File: src/design/prs_pkg.sv
// ----------------------------------------------------------------------------
// prs_pkg
// types and constants shared by the packet resequencer modules
// ----------------------------------------------------------------------------
`default_nettype none

package prs_pkg;

  localparam int SEQ_W      = 32;
  localparam int REF_W      = 16;
  localparam int CFG_IDX_W  = 2;
  localparam int CFG_DATA_W = 32;

  localparam logic [CFG_IDX_W-1:0] REG_FIRST_SEQ = 2'd0;
  localparam logic [CFG_IDX_W-1:0] REG_SEQ_LIMIT = 2'd1;

  localparam logic [SEQ_W-1:0] FIRST_SEQ_RST = 32'd1;
  localparam logic [SEQ_W-1:0] SEQ_LIMIT_RST = 32'd0;

  typedef enum logic [0:0] {
    CMD_START  = 1'b0,
    CMD_PACKET = 1'b1
  } cmd_t;

  typedef enum logic [2:0] {
    ST_RELEASED = 3'd0,
    ST_STASHED  = 3'd1,
    ST_RANGE    = 3'd2,
    ST_DUP      = 3'd3,
    ST_OVERFLOW = 3'd4,
    ST_STARTED  = 3'd5
  } status_t;

  typedef enum logic [2:0] {
    S_CLEAR,
    S_IDLE,
    S_CLASSIFY,
    S_STASH,
    S_DRAIN
  } state_t;

  typedef struct packed {
    cmd_t              cmd;
    logic [SEQ_W-1:0]  seq_num;
    logic [REF_W-1:0]  payload_ref;
  } in_pkt_t;

  typedef struct packed {
    status_t           status;
    logic [SEQ_W-1:0]  out_seq;
    logic [REF_W-1:0]  out_ref;
    logic              last;
    logic              complete;
  } out_pkt_t;

  typedef struct packed {
    logic rd_en;
    logic wr_en;
    logic wr_valid;
  } shelf_ctl_t;

endpackage

`default_nettype wire

File: src/design/packet_resequencer.sv
// results: drops are decided in S_CLASSIFY, stash and release results follow the
//   registered shelf read; drained packets follow one per cycle unless stalled
// the input is not taken again until every result of the last packet is issued;
//   stash and release decisions wait on the registered read of the shelf memory
// a start command and reset each run a clearing pass over every shelf memory entry
//   with in_ready low; configuration writes are taken throughout
// ----------------------------------------------------------------------------
// packet_resequencer
// reorder buffer for a numbered packet stream with a window shelf in memory
// ----------------------------------------------------------------------------
`default_nettype none

module packet_resequencer #(
  parameter int SHELF_DEPTH = 16,
  parameter int REF_WIDTH   = 16
) (
  input  wire                            clk,
  input  wire                            rst_n,
  input  wire                            in_valid,
  output logic                           in_ready,
  input  wire prs_pkg::in_pkt_t          in_data,
  output logic                           out_valid,
  input  wire                            out_ready,
  output prs_pkg::out_pkt_t              out_data,
  input  wire                            cfg_valid,
  output logic                           cfg_ready,
  input  wire [prs_pkg::CFG_IDX_W-1:0]   cfg_index,
  input  wire [prs_pkg::CFG_DATA_W-1:0]  cfg_wdata
);

  localparam int IDXW = (SHELF_DEPTH > 1) ? $clog2(SHELF_DEPTH) : 1;
  localparam int REFW = (REF_WIDTH < prs_pkg::REF_W) ? REF_WIDTH : prs_pkg::REF_W;

  prs_pkg::shelf_ctl_t shelf_ctl;
  logic [IDXW-1:0]     rd_addr;
  logic [IDXW-1:0]     wr_addr;
  logic [REFW-1:0]     wr_ref;
  logic                rd_valid;
  logic [REFW-1:0]     rd_ref;

  assign cfg_ready = 1'b1;

  prs_ctrl #(
    .DEPTH (SHELF_DEPTH),
    .IDXW  (IDXW),
    .REFW  (REFW)
  ) u_ctrl (
    .clk       (clk),
    .rst_n     (rst_n),
    .in_valid  (in_valid),
    .in_ready  (in_ready),
    .in_data   (in_data),
    .out_valid (out_valid),
    .out_ready (out_ready),
    .out_data  (out_data),
    .cfg_valid (cfg_valid),
    .cfg_index (cfg_index),
    .cfg_wdata (cfg_wdata),
    .shelf_ctl (shelf_ctl),
    .rd_addr   (rd_addr),
    .wr_addr   (wr_addr),
    .wr_ref    (wr_ref),
    .rd_valid  (rd_valid),
    .rd_ref    (rd_ref)
  );

  prs_shelf #(
    .DEPTH (SHELF_DEPTH),
    .IDXW  (IDXW),
    .REFW  (REFW)
  ) u_shelf (
    .clk      (clk),
    .ctl      (shelf_ctl),
    .rd_addr  (rd_addr),
    .wr_addr  (wr_addr),
    .wr_ref   (wr_ref),
    .rd_valid (rd_valid),
    .rd_ref   (rd_ref)
  );

endmodule

`default_nettype wire

File: src/design/prs_shelf.sv
// ----------------------------------------------------------------------------
// prs_shelf
// window shelf memory: one write and one registered read per cycle
// ----------------------------------------------------------------------------
`default_nettype none

module prs_shelf #(
  parameter int DEPTH = 16,
  parameter int IDXW  = 4,
  parameter int REFW  = 16
) (
  input  wire                      clk,
  input  wire prs_pkg::shelf_ctl_t ctl,
  input  wire [IDXW-1:0]           rd_addr,
  input  wire [IDXW-1:0]           wr_addr,
  input  wire [REFW-1:0]           wr_ref,
  output logic                     rd_valid,
  output logic [REFW-1:0]          rd_ref
);

  logic [REFW:0] mem [DEPTH];
  logic [REFW:0] rd_data_r;

  always_ff @(posedge clk) begin
    if (ctl.wr_en) begin
      mem[wr_addr] <= {ctl.wr_valid, wr_ref};
    end
    if (ctl.rd_en) begin
      rd_data_r <= mem[rd_addr];
    end
  end

  assign rd_valid = rd_data_r[REFW];
  assign rd_ref   = rd_data_r[REFW-1:0];

endmodule

`default_nettype wire

File: src/design/prs_ctrl.sv
// ----------------------------------------------------------------------------
// prs_ctrl
// classification, shelf sequencing, configuration registers and result register
// ----------------------------------------------------------------------------
`default_nettype none

module prs_ctrl #(
  parameter int DEPTH = 16,
  parameter int IDXW  = 4,
  parameter int REFW  = 16
) (
  input  wire                                clk,
  input  wire                                rst_n,
  input  wire                                in_valid,
  output logic                               in_ready,
  input  wire prs_pkg::in_pkt_t              in_data,
  output logic                               out_valid,
  input  wire                                out_ready,
  output prs_pkg::out_pkt_t                  out_data,
  input  wire                                cfg_valid,
  input  wire [prs_pkg::CFG_IDX_W-1:0]       cfg_index,
  input  wire [prs_pkg::CFG_DATA_W-1:0]      cfg_wdata,
  output prs_pkg::shelf_ctl_t                shelf_ctl,
  output logic [IDXW-1:0]                    rd_addr,
  output logic [IDXW-1:0]                    wr_addr,
  output logic [REFW-1:0]                    wr_ref,
  input  wire                                rd_valid,
  input  wire [REFW-1:0]                     rd_ref
);

  localparam logic [prs_pkg::SEQ_W-1:0] DEPTH_SEQ = prs_pkg::SEQ_W'(DEPTH);
  localparam logic [IDXW:0]             DEPTH_EXT = (IDXW+1)'(DEPTH);
  localparam logic [IDXW-1:0]           LAST_IDX  = IDXW'(DEPTH - 1);

  prs_pkg::state_t                 state_r, state_nxt;
  logic [prs_pkg::SEQ_W-1:0]       ne_r, ne_nxt;
  logic [IDXW-1:0]                 head_r, head_nxt;
  logic [IDXW-1:0]                 clr_idx_r, clr_idx_nxt;
  logic [prs_pkg::SEQ_W-1:0]       first_seq_r, first_seq_nxt;
  logic [prs_pkg::SEQ_W-1:0]       seq_limit_r, seq_limit_nxt;
  logic                            out_valid_r, out_valid_nxt;
  prs_pkg::out_pkt_t               out_data_r, out_data_nxt;
  prs_pkg::in_pkt_t                item_r, item_nxt;
  logic [prs_pkg::SEQ_W-1:0]       pend_seq_r, pend_seq_nxt;
  logic [REFW-1:0]                 pend_ref_r, pend_ref_nxt;
  logic [IDXW-1:0]                 stash_slot_r, stash_slot_nxt;

  logic                            can_emit;
  logic                            emit;
  prs_pkg::out_pkt_t               emit_data;
  logic [prs_pkg::SEQ_W-1:0]       diff;
  logic                            in_range, is_lt, is_eq, is_far;
  logic [IDXW:0]                   slot_sum;
  logic [IDXW-1:0]                 slot;
  logic [IDXW-1:0]                 head_inc;
  logic [IDXW-1:0]                 clr_inc;
  logic                            done_now;
  logic [REFW-1:0]                 item_ref;

  assign can_emit = !out_valid_r || out_ready;
  assign diff     = item_r.seq_num - ne_r;
  assign in_range = (item_r.seq_num >= first_seq_r) && (item_r.seq_num < seq_limit_r);
  assign is_lt    = item_r.seq_num < ne_r;
  assign is_eq    = item_r.seq_num == ne_r;
  assign is_far   = diff >= DEPTH_SEQ;
  assign slot_sum = {1'b0, head_r} + {1'b0, diff[IDXW-1:0]};
  assign slot     = (slot_sum >= DEPTH_EXT) ? IDXW'(slot_sum - DEPTH_EXT) : slot_sum[IDXW-1:0];
  assign head_inc = (head_r == LAST_IDX) ? '0 : head_r + 1'b1;
  assign clr_inc  = (clr_idx_r == LAST_IDX) ? '0 : clr_idx_r + 1'b1;
  assign done_now = ne_r >= seq_limit_r;
  assign item_ref = item_r.payload_ref[REFW-1:0];

  // configuration writes
  always_comb begin
    first_seq_nxt = first_seq_r;
    seq_limit_nxt = seq_limit_r;
    if (cfg_valid) begin
      case (cfg_index)
        prs_pkg::REG_FIRST_SEQ: first_seq_nxt = cfg_wdata;
        prs_pkg::REG_SEQ_LIMIT: seq_limit_nxt = cfg_wdata;
        default: ;
      endcase
    end
  end

  always_comb begin
    state_nxt          = state_r;
    ne_nxt             = ne_r;
    head_nxt           = head_r;
    clr_idx_nxt        = clr_idx_r;
    item_nxt           = item_r;
    pend_seq_nxt       = pend_seq_r;
    pend_ref_nxt       = pend_ref_r;
    stash_slot_nxt     = stash_slot_r;
    in_ready           = 1'b0;
    emit               = 1'b0;
    emit_data          = '0;
    emit_data.complete = done_now;
    emit_data.last     = 1'b1;
    shelf_ctl          = '0;
    rd_addr            = head_inc;
    wr_addr            = head_r;
    wr_ref             = item_ref;

    case (state_r)
      prs_pkg::S_CLEAR: begin
        shelf_ctl.wr_en = 1'b1;
        wr_addr         = clr_idx_r;
        clr_idx_nxt     = clr_inc;
        if (clr_idx_r == LAST_IDX) begin
          state_nxt = prs_pkg::S_IDLE;
        end
      end
      prs_pkg::S_IDLE: begin
        in_ready = 1'b1;
        if (in_valid) begin
          item_nxt  = in_data;
          state_nxt = prs_pkg::S_CLASSIFY;
        end
      end
      prs_pkg::S_CLASSIFY: begin
        emit_data.out_seq = item_r.seq_num;
        if (item_r.cmd == prs_pkg::CMD_START) begin
          emit_data.status   = prs_pkg::ST_STARTED;
          emit_data.out_seq  = first_seq_r;
          emit_data.complete = first_seq_r >= seq_limit_r;
          if (can_emit) begin
            emit        = 1'b1;
            ne_nxt      = first_seq_r;
            head_nxt    = '0;
            clr_idx_nxt = '0;
            state_nxt   = prs_pkg::S_CLEAR;
          end
        end else if (!in_range || is_lt || (!is_eq && is_far)) begin
          if (!in_range) begin
            emit_data.status = prs_pkg::ST_RANGE;
          end else if (is_lt) begin
            emit_data.status = prs_pkg::ST_DUP;
          end else begin
            emit_data.status = prs_pkg::ST_OVERFLOW;
          end
          if (can_emit) begin
            emit      = 1'b1;
            state_nxt = prs_pkg::S_IDLE;
          end
        end else if (is_eq) begin
          pend_seq_nxt    = item_r.seq_num;
          pend_ref_nxt    = item_ref;
          ne_nxt          = ne_r + 1'b1;
          head_nxt        = head_inc;
          shelf_ctl.rd_en = 1'b1;
          rd_addr         = head_inc;
          state_nxt       = prs_pkg::S_DRAIN;
        end else begin
          shelf_ctl.rd_en = 1'b1;
          rd_addr         = slot;
          stash_slot_nxt  = slot;
          state_nxt       = prs_pkg::S_STASH;
        end
      end
      prs_pkg::S_STASH: begin
        emit_data.out_seq = item_r.seq_num;
        emit_data.status  = rd_valid ? prs_pkg::ST_DUP : prs_pkg::ST_STASHED;
        wr_addr           = stash_slot_r;
        if (can_emit) begin
          emit               = 1'b1;
          shelf_ctl.wr_en    = !rd_valid;
          shelf_ctl.wr_valid = 1'b1;
          state_nxt          = prs_pkg::S_IDLE;
        end
      end
      prs_pkg::S_DRAIN: begin
        emit_data.status  = prs_pkg::ST_RELEASED;
        emit_data.out_seq = pend_seq_r;
        emit_data.out_ref = prs_pkg::REF_W'(pend_ref_r);
        emit_data.last    = !rd_valid;
        if (can_emit) begin
          emit = 1'b1;
          if (rd_valid) begin
            // take the next consecutive entry off the shelf
            pend_seq_nxt    = ne_r;
            pend_ref_nxt    = rd_ref;
            ne_nxt          = ne_r + 1'b1;
            head_nxt        = head_inc;
            shelf_ctl.wr_en = 1'b1;
            wr_addr         = head_r;
            shelf_ctl.rd_en = 1'b1;
            rd_addr         = head_inc;
          end else begin
            state_nxt = prs_pkg::S_IDLE;
          end
        end
      end
      default: begin
        state_nxt = prs_pkg::S_CLEAR;
      end
    endcase
  end

  always_comb begin
    out_valid_nxt = out_valid_r;
    out_data_nxt  = out_data_r;
    if (emit) begin
      out_valid_nxt = 1'b1;
      out_data_nxt  = emit_data;
    end else if (out_ready) begin
      out_valid_nxt = 1'b0;
    end
  end

  always_ff @(posedge clk) begin
    if (!rst_n) begin
      state_r     <= prs_pkg::S_CLEAR;
      ne_r        <= '0;
      head_r      <= '0;
      clr_idx_r   <= '0;
      first_seq_r <= prs_pkg::FIRST_SEQ_RST;
      seq_limit_r <= prs_pkg::SEQ_LIMIT_RST;
      out_valid_r <= 1'b0;
    end else begin
      state_r     <= state_nxt;
      ne_r        <= ne_nxt;
      head_r      <= head_nxt;
      clr_idx_r   <= clr_idx_nxt;
      first_seq_r <= first_seq_nxt;
      seq_limit_r <= seq_limit_nxt;
      out_valid_r <= out_valid_nxt;
    end
  end

  always_ff @(posedge clk) begin
    out_data_r   <= out_data_nxt;
    item_r       <= item_nxt;
    pend_seq_r   <= pend_seq_nxt;
    pend_ref_r   <= pend_ref_nxt;
    stash_slot_r <= stash_slot_nxt;
  end

  assign out_valid = out_valid_r;
  assign out_data  = out_data_r;

endmodule

`default_nettype wire

File: config.mk
export PLATFORM = sky130hd
export DESIGN_NAME = packet_resequencer
export DESIGN_NICKNAME = d
export VERILOG_FILES = /design/src/design/prs_pkg.sv /design/src/design/packet_resequencer.sv /design/src/design/prs_shelf.sv /design/src/design/prs_ctrl.sv
export SDC_FILE = /design/constraint.sdc
export NUM_CORES = 1
export LEC_CHECK = 0
export ABC_CLOCK_PERIOD_IN_PS = 15100
export BUFFER_PORTS_ARGS = -buffer_cell sky130_fd_sc_hd__buf_2
export CELL_PAD_IN_SITES_DETAIL_PLACEMENT = 1
export CELL_PAD_IN_SITES_GLOBAL_PLACEMENT = 2
export CORE_UTILIZATION = 43
export DETAILED_ROUTE_END_ITERATION = 10
export PLACE_DENSITY_LB_ADDON = 0.1
export SETUP_SLACK_MARGIN = 0.4
export SLEW_MARGIN = 15
export SYNTH_ARGS = -nofsm -noshare
export SYNTH_HDL_FRONTEND = slang
export SYNTH_SLANG_ARGS = --single-unit
export TNS_END_PERCENT = 1
File: constraint.sdc
create_clock -name clk -period 15.1 [get_ports clk]
set_clock_uncertainty 0.1 [all_clocks]
set_input_delay 3.02 -clock clk [delete_from_list [all_inputs] [get_ports clk]]
set_output_delay 3.02 -clock clk [all_outputs]
set_load 0.01 [all_outputs]
# Word level (Yosys, flattened, before mapping)
# Memory sizes are Yosys's and may differ from the RTL's. A register that Yosys moved wholly into a read port is not among the register bits.
# Index checks and enable logic that the tools add are counted.
dict set report classes {
  addsub 6
  magnitude_cmp 7
  n_eq_ne 21
  n_mux 72
  bitwise_logic 2
  reduce_logical 23
}
# cell n
set ops {}
lappend ops {{32-bit 2-to-1 mux} 12}
lappend ops {{32-bit case mux with 2 select lines} 2}
lappend ops {{35-bit case mux with 3 select lines} 1}
lappend ops {{32-bit >= comparator} 3}
lappend ops {{16-bit 2-to-1 mux} 5}
lappend ops {{32-bit less-than comparator} 2}
lappend ops {{4-bit 2-to-1 mux} 14}
lappend ops {{3-bit 2-to-1 mux} 13}
lappend ops {{32-bit by 1-bit adder with 32-bit output (second input constant)} 1}
lappend ops {{32-bit == test} 1}
lappend ops {{32-bit by 5-bit >= comparator with 1-bit output (second input constant)} 1}
lappend ops {{16-bit case mux with 2 select lines} 1}
lappend ops {{32-bit subtractor} 1}
lappend ops {{4-bit case mux with 2 select lines} 3}
lappend ops {{3-bit case mux with 5 select lines} 1}
lappend ops {{1-bit 2-to-1 mux} 13}
lappend ops {{2-bit by 1-bit inequality test with 1-bit output (second input constant)} 6}
lappend ops {{6-bit AND reduction} 2}
lappend ops {{4-bit by 1-bit adder with 4-bit output (second input constant)} 2}
lappend ops {{4-bit == test (second input constant)} 2}
lappend ops {{2-bit 2-to-1 mux} 4}
lappend ops {{2-bit inequality test (second input constant)} 4}
lappend ops {{3-bit by 2-bit == test with 1-bit output (second input constant)} 2}
lappend ops {{3-bit inequality test (second input constant)} 2}
lappend ops {{other kinds (21)} 33}
dict set report totals {
  reg_bits 262
  mem_bits_rw 272
  word_cells 150
  mem_count 1
}
# name depth word_bits rd rd_ports_with_merged_regs wr line_no
set mem_list {}
lappend mem_list {u_shelf.mem 16 17 1 1 1 prs_shelf.sv:21} ;# logic [REFW:0] mem [DEPTH];

# Longest topological paths before layout
dict set report depth {
  depth_word 9
  ltp_mapped 18
  mapped_depth_nobuf 16
}

# Modules after synthesis
# Synthesis repeated with hierarchy kept, for this count alone.
dict set report hier_totals {
  cells_unflattened 2308
  hier_area_um2 27420.0
}
# module n_inst cells_each area_each_um2 seq_area_each_um2
set by_module_without_submodules {}
lappend by_module_without_submodules {prs_ctrl 1 1848 16600.9 6786.5}
lappend by_module_without_submodules {prs_shelf 1 458 10807.9 8678.3}
lappend by_module_without_submodules {packet_resequencer 1 2 11.3 0.0}

# Worst setup path after synthesis
# Ideal clock, no wire load.
dict set report synth_timing {
  path_kind {input to register}
  startpoint {in out_ready}
  endpoint {reg u_ctrl.pend_ref_r[0] (enable)}
  setup_time_ps 532
  arrival_ps 6800
  required_time_ps 14468
  path_slack_ps 7668
  stages 3
  path_buffers 1
  cell_sequence {nor2b_1 > clkbuf_1 > a21boi_0}
}
dict set report synth_between {
  elab_chain_len 3
}
# item line_no
set synth_lines {}
lappend synth_lines {{from (decl)} packet_resequencer.sv:23} ;# input wire out_ready,
lappend synth_lines {{1-bit logical OR} prs_ctrl.sv:60} ;# assign can_emit = !out_valid_r || out_ready;
lappend synth_lines {{2-bit by 1-bit inequality test with 1-bit output (no source line)} n/a}
lappend synth_lines {{6-bit AND reduction (no source line)} n/a}
lappend synth_lines {{to (signal assigned)} prs_ctrl.sv:235} ;# pend_ref_r <= pend_ref_nxt;
lappend synth_lines {{to (decl)} prs_ctrl.sv:45} ;# logic [REFW-1:0] pend_ref_r, pend_ref_nxt;
# No other way between the ends.
# A chain may end at the register's enable or synchronous reset.

# Worst setup path in the final report
dict set report layout_timing {
  startpoint {reg u_ctrl.ne_r[1] in the netlist's numbering}
  endpoint {reg u_shelf.rd_data_r[2], read port of u_shelf.mem (data pin)}
}
dict set report layout_between {
  elab_chain_len 8
}
# item line_no
set layout_lines {}
lappend layout_lines {{from (decl)} prs_ctrl.sv:36} ;# logic [prs_pkg::SEQ_W-1:0] ne_r, ne_nxt;
lappend layout_lines {{from (signal assigned)} prs_ctrl.sv:222} ;# ne_r <= ne_nxt;
lappend layout_lines {{32-bit subtractor} prs_ctrl.sv:61} ;# assign diff = item_r.seq_num - ne_r;
lappend layout_lines {{4-bit by 4-bit adder with 5-bit output} prs_ctrl.sv:66} ;# assign slot_sum = {1'b0, head_r} + {1'b0, diff[IDXW-1:0]};
lappend layout_lines {{4-bit by 1-bit subtractor with 4-bit output / 5-bit >= comparator (equally long branches)} prs_ctrl.sv:67} ;# assign slot = (slot_sum >= DEPTH_EXT) ? IDXW'(slot_sum - DEPTH_EXT) : slot_sum[IDXW-1:0];
lappend layout_lines {{4-bit 2-to-1 mux} prs_ctrl.sv:67}
lappend layout_lines {{4-bit 2-to-1 mux} prs_ctrl.sv:146} ;# end else if (is_eq) begin
lappend layout_lines {{4-bit 2-to-1 mux} prs_ctrl.sv:134} ;# end else if (!in_range || is_lt || (!is_eq && is_far)) begin
lappend layout_lines {{4-bit 2-to-1 mux} prs_ctrl.sv:123} ;# if (item_r.cmd == prs_pkg::CMD_START) begin
lappend layout_lines {{4-bit 2-to-1 mux} n/a}
lappend layout_lines {{to (decl)} prs_shelf.sv:22} ;# logic [REFW:0] rd_data_r;
# Parallel ways exist; a longest one is shown, timed or not.

==> flow_summary.json <==
{
  "powerDensity_nw_per_um2": 98.3,
  "die_area_um2": 73200,
  "rsz0062_at_grt": "no",
  "post-dp-hpwl_um": 76600,
  "clock_sinks": 551,
  "htreeDepth": 3,
  "overflow": 0,
  "hold_path_class": "reg2reg",
  "syn_area_um2": 31000,
  "fin_tns_setup_ns": 0,
  "start_util": 0.434,
  "fmax_mhz": 147,
  "synth_adder_area_share": 0.0678,
  "async_flop_share": 0,
  "power_frac_seq": 0.484,
  "tightest_slew_ns": 1.18,
  "synth.area.mux_share": 0.00222,
  "hold_violations": 0,
  "cts_resized": 0,
  "synth.top_cell.area_share": 0.429,
  "postCtsSetupRepairBufs": 0,
  "ir_drop_mv": 0.109,
  "antenna_found_initial": 3,
  "clock_path_buffers": 3,
  "grt_pass1_vias": 28199,
  "wl_per_cell_um": 27.0,
  "multiInputGateArea_um2": 14300,
  "synth_top_family_by_area": "compound AO/OA/AOI/OAI gates",
  "port_buffers": 142,
  "syn_to_final_growth_pct": 12.4,
  "seqCellArea_um2": 15500,
  "grt_start_max_net_pins": 95,
  "synth_compound_area_frac": 0.213,
  "worst_setup_path_end_kind": "flip-flop",
  "intPower_mw": 2.65,
  "slew_viol_final": 0,
  "synth.avg_cell_area_um2": 9.53,
  "ant_nets": 0,
  "core-area_um2": 71500,
  "power_frac_clock": 0.477,
  "setup_viol": 0,
  "grt_pass1_wl_um": 175000,
  "path_max_fanout": 48,
  "grt_use_total": 0.315,
  "sw_frac_of_total": 0.226,
  "post_synth_num_cell_types": 78,
  "n_antenna_cell": 0,
  "syn_inst": 3256,
  "worstSkewPairLatency_ns": 0.62,
  "reg2reg_slack_ns": 8.30,
  "synth_xor_area_frac": 0.00367,
  "dr.pass1.iters": 6,
  "gp_congestion": 0.911,
  "drive_gt1_frac": 0.105,
  "yosys.area.top_type": "edfxtp_1",
  "setup_ws_ns": 8.30,
  "synth_sequential_area_ratio": 0.498,
  "synth_edf_count": 443,
  "p_leak_nw": 12.5,
  "die_h_um": 271,
  "combPwrFrac": 0.039,
  "fillers": 7998,
  "nets": 3550,
  "period_share": 0.450,
  "cp.arrival_ns": 7.05,
  "rows": 98,
  "clk_pin_slew_worst_paths_ns": 0.06,
  "drv_cap": 0,
  "viasPerCell": 6.23,
  "synth_fp_nets": 3511,
  "synth-main-ff-cell": "edfxtp_1",
  "die_w_um": 271,
  "fin_crit_ns": 6.80,
  "preCtsSetupSlack_ns": 8.29,
  "cts_hold_buf": 0,
  "synth-simple-area-share": 0.167,
  "worstPathRequired_ns": 15.35,
  "drc": 0,
  "status": "finished clean",
  "synthTopCellsByArea": "edfxtp_1 43%, nand2_1 8.0%, dfxtp_1 7.0%",
  "start_kind": "flip-flop",
  "cts_buffers": 67,
  "synth_warnings": 0,
  "netSwitchingPower_mw": 0.776,
  "cts_tree": "done",
  "cts-root-buf": "clkbuf_16",
  "io-pin-count": 144,
  "drtIter0Drc": 2094,
  "relSlewSlack": 0.211,
  "path_class": "reg2reg",
  "wl_um": 116000,
  "vias": 26793,
  "yosys_register_bits": 551
}
[critical path, cell delays in order, from the launching register on]
cell	delay [ns]
dfxtp_1	0.52
inv_1	0.09
ha_1	0.30
nor2b_1	0.16
o31ai_1	0.45
a211oi_1	0.21
o41ai_1	0.68
a21oi_1	0.25
a211oi_1	0.26
nand4b_1	0.22
nor4_4	0.31
buf_4	0.45
nand2_4	0.50
inv_2	0.37
o41a_1	0.70
buf_8	0.24
o22ai_1	0.10
or4_1	0.49
[kinds of logic (layout without fill, tap and decap cells)]
logic type,after synthesis,in the layout
AO/OA/AOI/OAI,1005,1005
XOR/XNOR,13,13
adder cells (fa/ha/maj),167,167
buffers and inverters,385,477
flip-flops,551,551
multiplexers,6,6
other,1,1
AND/OR/NAND/NOR,1128,1128
[through the flow]
stage	cell area [um2]	power, mW	instances	hold WS, ns	util
after floorplan	31000	1.76	3256	0.336	-
after global placement	32600	1.82	4174	0.343	0.457
after detailed placement	32700	1.83	4175	0.348	0.457
after global routing	34900	3.52	4298	0.377	0.488
final	34900	3.43	4298	0.356	0.488
after CTS	34900	3.46	4297	0.356	0.488
[routing by layer]
| layer | vias to the layer above | wire, um | part of all wire | global-route usage |
|---|---|---|---|---|
| met2 | 760 | 59300 | 0.51 | 0.561 |
| met4 | 2 | 6750 | 0.058 | 0.173 |
| met1 | 13558 | 45500 | 0.39 | 0.367 |
| met3 | 292 | 4590 | 0.039 | 0.0366 |
| met5 | - | 11 | 0.000095 | 0 |
| li1 | 12181 | - | - | - |
[layout by cell type (no fill, tap or decap), types with 46 or more instances in the layout]
| cell | Yosys | routed |
|---|---|---|
| a211oi_1 | 157 | 157 |
| a21oi_1 | 279 | 279 |
| a22oi_1 | 56 | 56 |
| a311oi_1 | 85 | 85 |
| buf_2 | 30 | 142 |
| buf_4 | 1 | 61 |
| clkbuf_16 | 0 | 71 |
| dfxtp_1 | 108 | 108 |
| edfxtp_1 | 443 | 443 |
| ha_1 | 165 | 164 |
| inv_1 | 148 | 147 |
| nand2_1 | 659 | 658 |
| nand2b_1 | 149 | 148 |
| nand3_1 | 46 | 46 |
| nor2_1 | 96 | 78 |
| o21ai_0 | 147 | 146 |
| o22ai_1 | 99 | 99 |
[cell usage after synthesis (all sizes together), types with 38 or more instances]
cell type	instances
nand2	660
edfxtp	443
a21oi	280
clkbuf	198
ha	165
a211oi	157
o21ai	153
inv	150
nand2b	149
dfxtp	108
o22ai	99
nor2	96
a311oi	85
a22oi	56
nand3	46
a21o	38
[state kept, by name, indices dropped and copies added (netlist names)]
| name | flops |
|---|---|
| u_ctrl.clr_idx_r | 4 |
| u_ctrl.first_seq_r | 32 |
| u_ctrl.head_r | 4 |
| u_ctrl.item_r | 33 |
| u_ctrl.ne_r | 32 |
| u_ctrl.out_data | 53 |
| u_ctrl.out_valid | 1 |
| u_ctrl.pend_ref_r | 16 |
| u_ctrl.pend_seq_r | 32 |
| u_ctrl.seq_limit_r | 32 |
| u_ctrl.stash_slot_r | 4 |
| u_ctrl.state_r | 3 |
| u_ctrl.wr_ref | 16 |
| u_shelf.mem | 272 |
| u_shelf.rd_data_r | 17 |
[path summary, 6_finish.rpt]
path                    startpoint                    end  depth (start not counted)
max reg2reg         u_ctrl.ne_r[1]   u_shelf.rd_data_r[2]                         17
max                 u_ctrl.ne_r[1]   u_shelf.rd_data_r[2]                         17
min          u_ctrl.seq_limit_r[4]  u_ctrl.seq_limit_r[4]                          2
min reg2reg  u_ctrl.seq_limit_r[4]  u_ctrl.seq_limit_r[4]                          2
[final cells by class]
cell class	instances	share of cell area
clock buffer	92	0.0538
clock inverter	30	0.00911
inverter	150	0.0162
tap	950	0.0341
sequential	551	0.443
timing repair buffer	205	0.0347
multi-input combinational	2320	0.409
[power groups by stage]
stage | sequential, mW | combinational [mW] | clock, mW
2_1_floorplan | 1.69 | 0.0742 | 0
3_3_place_gp | 1.69 | 0.128 | 0
3_5_place_dp | 1.69 | 0.133 | 0
4_1_cts | 1.66 | 0.135 | 1.66
5_1_grt | 1.66 | 0.147 | 1.71
6_report | 1.66 | 0.134 | 1.64
Power figures use the tool's default switching activity.
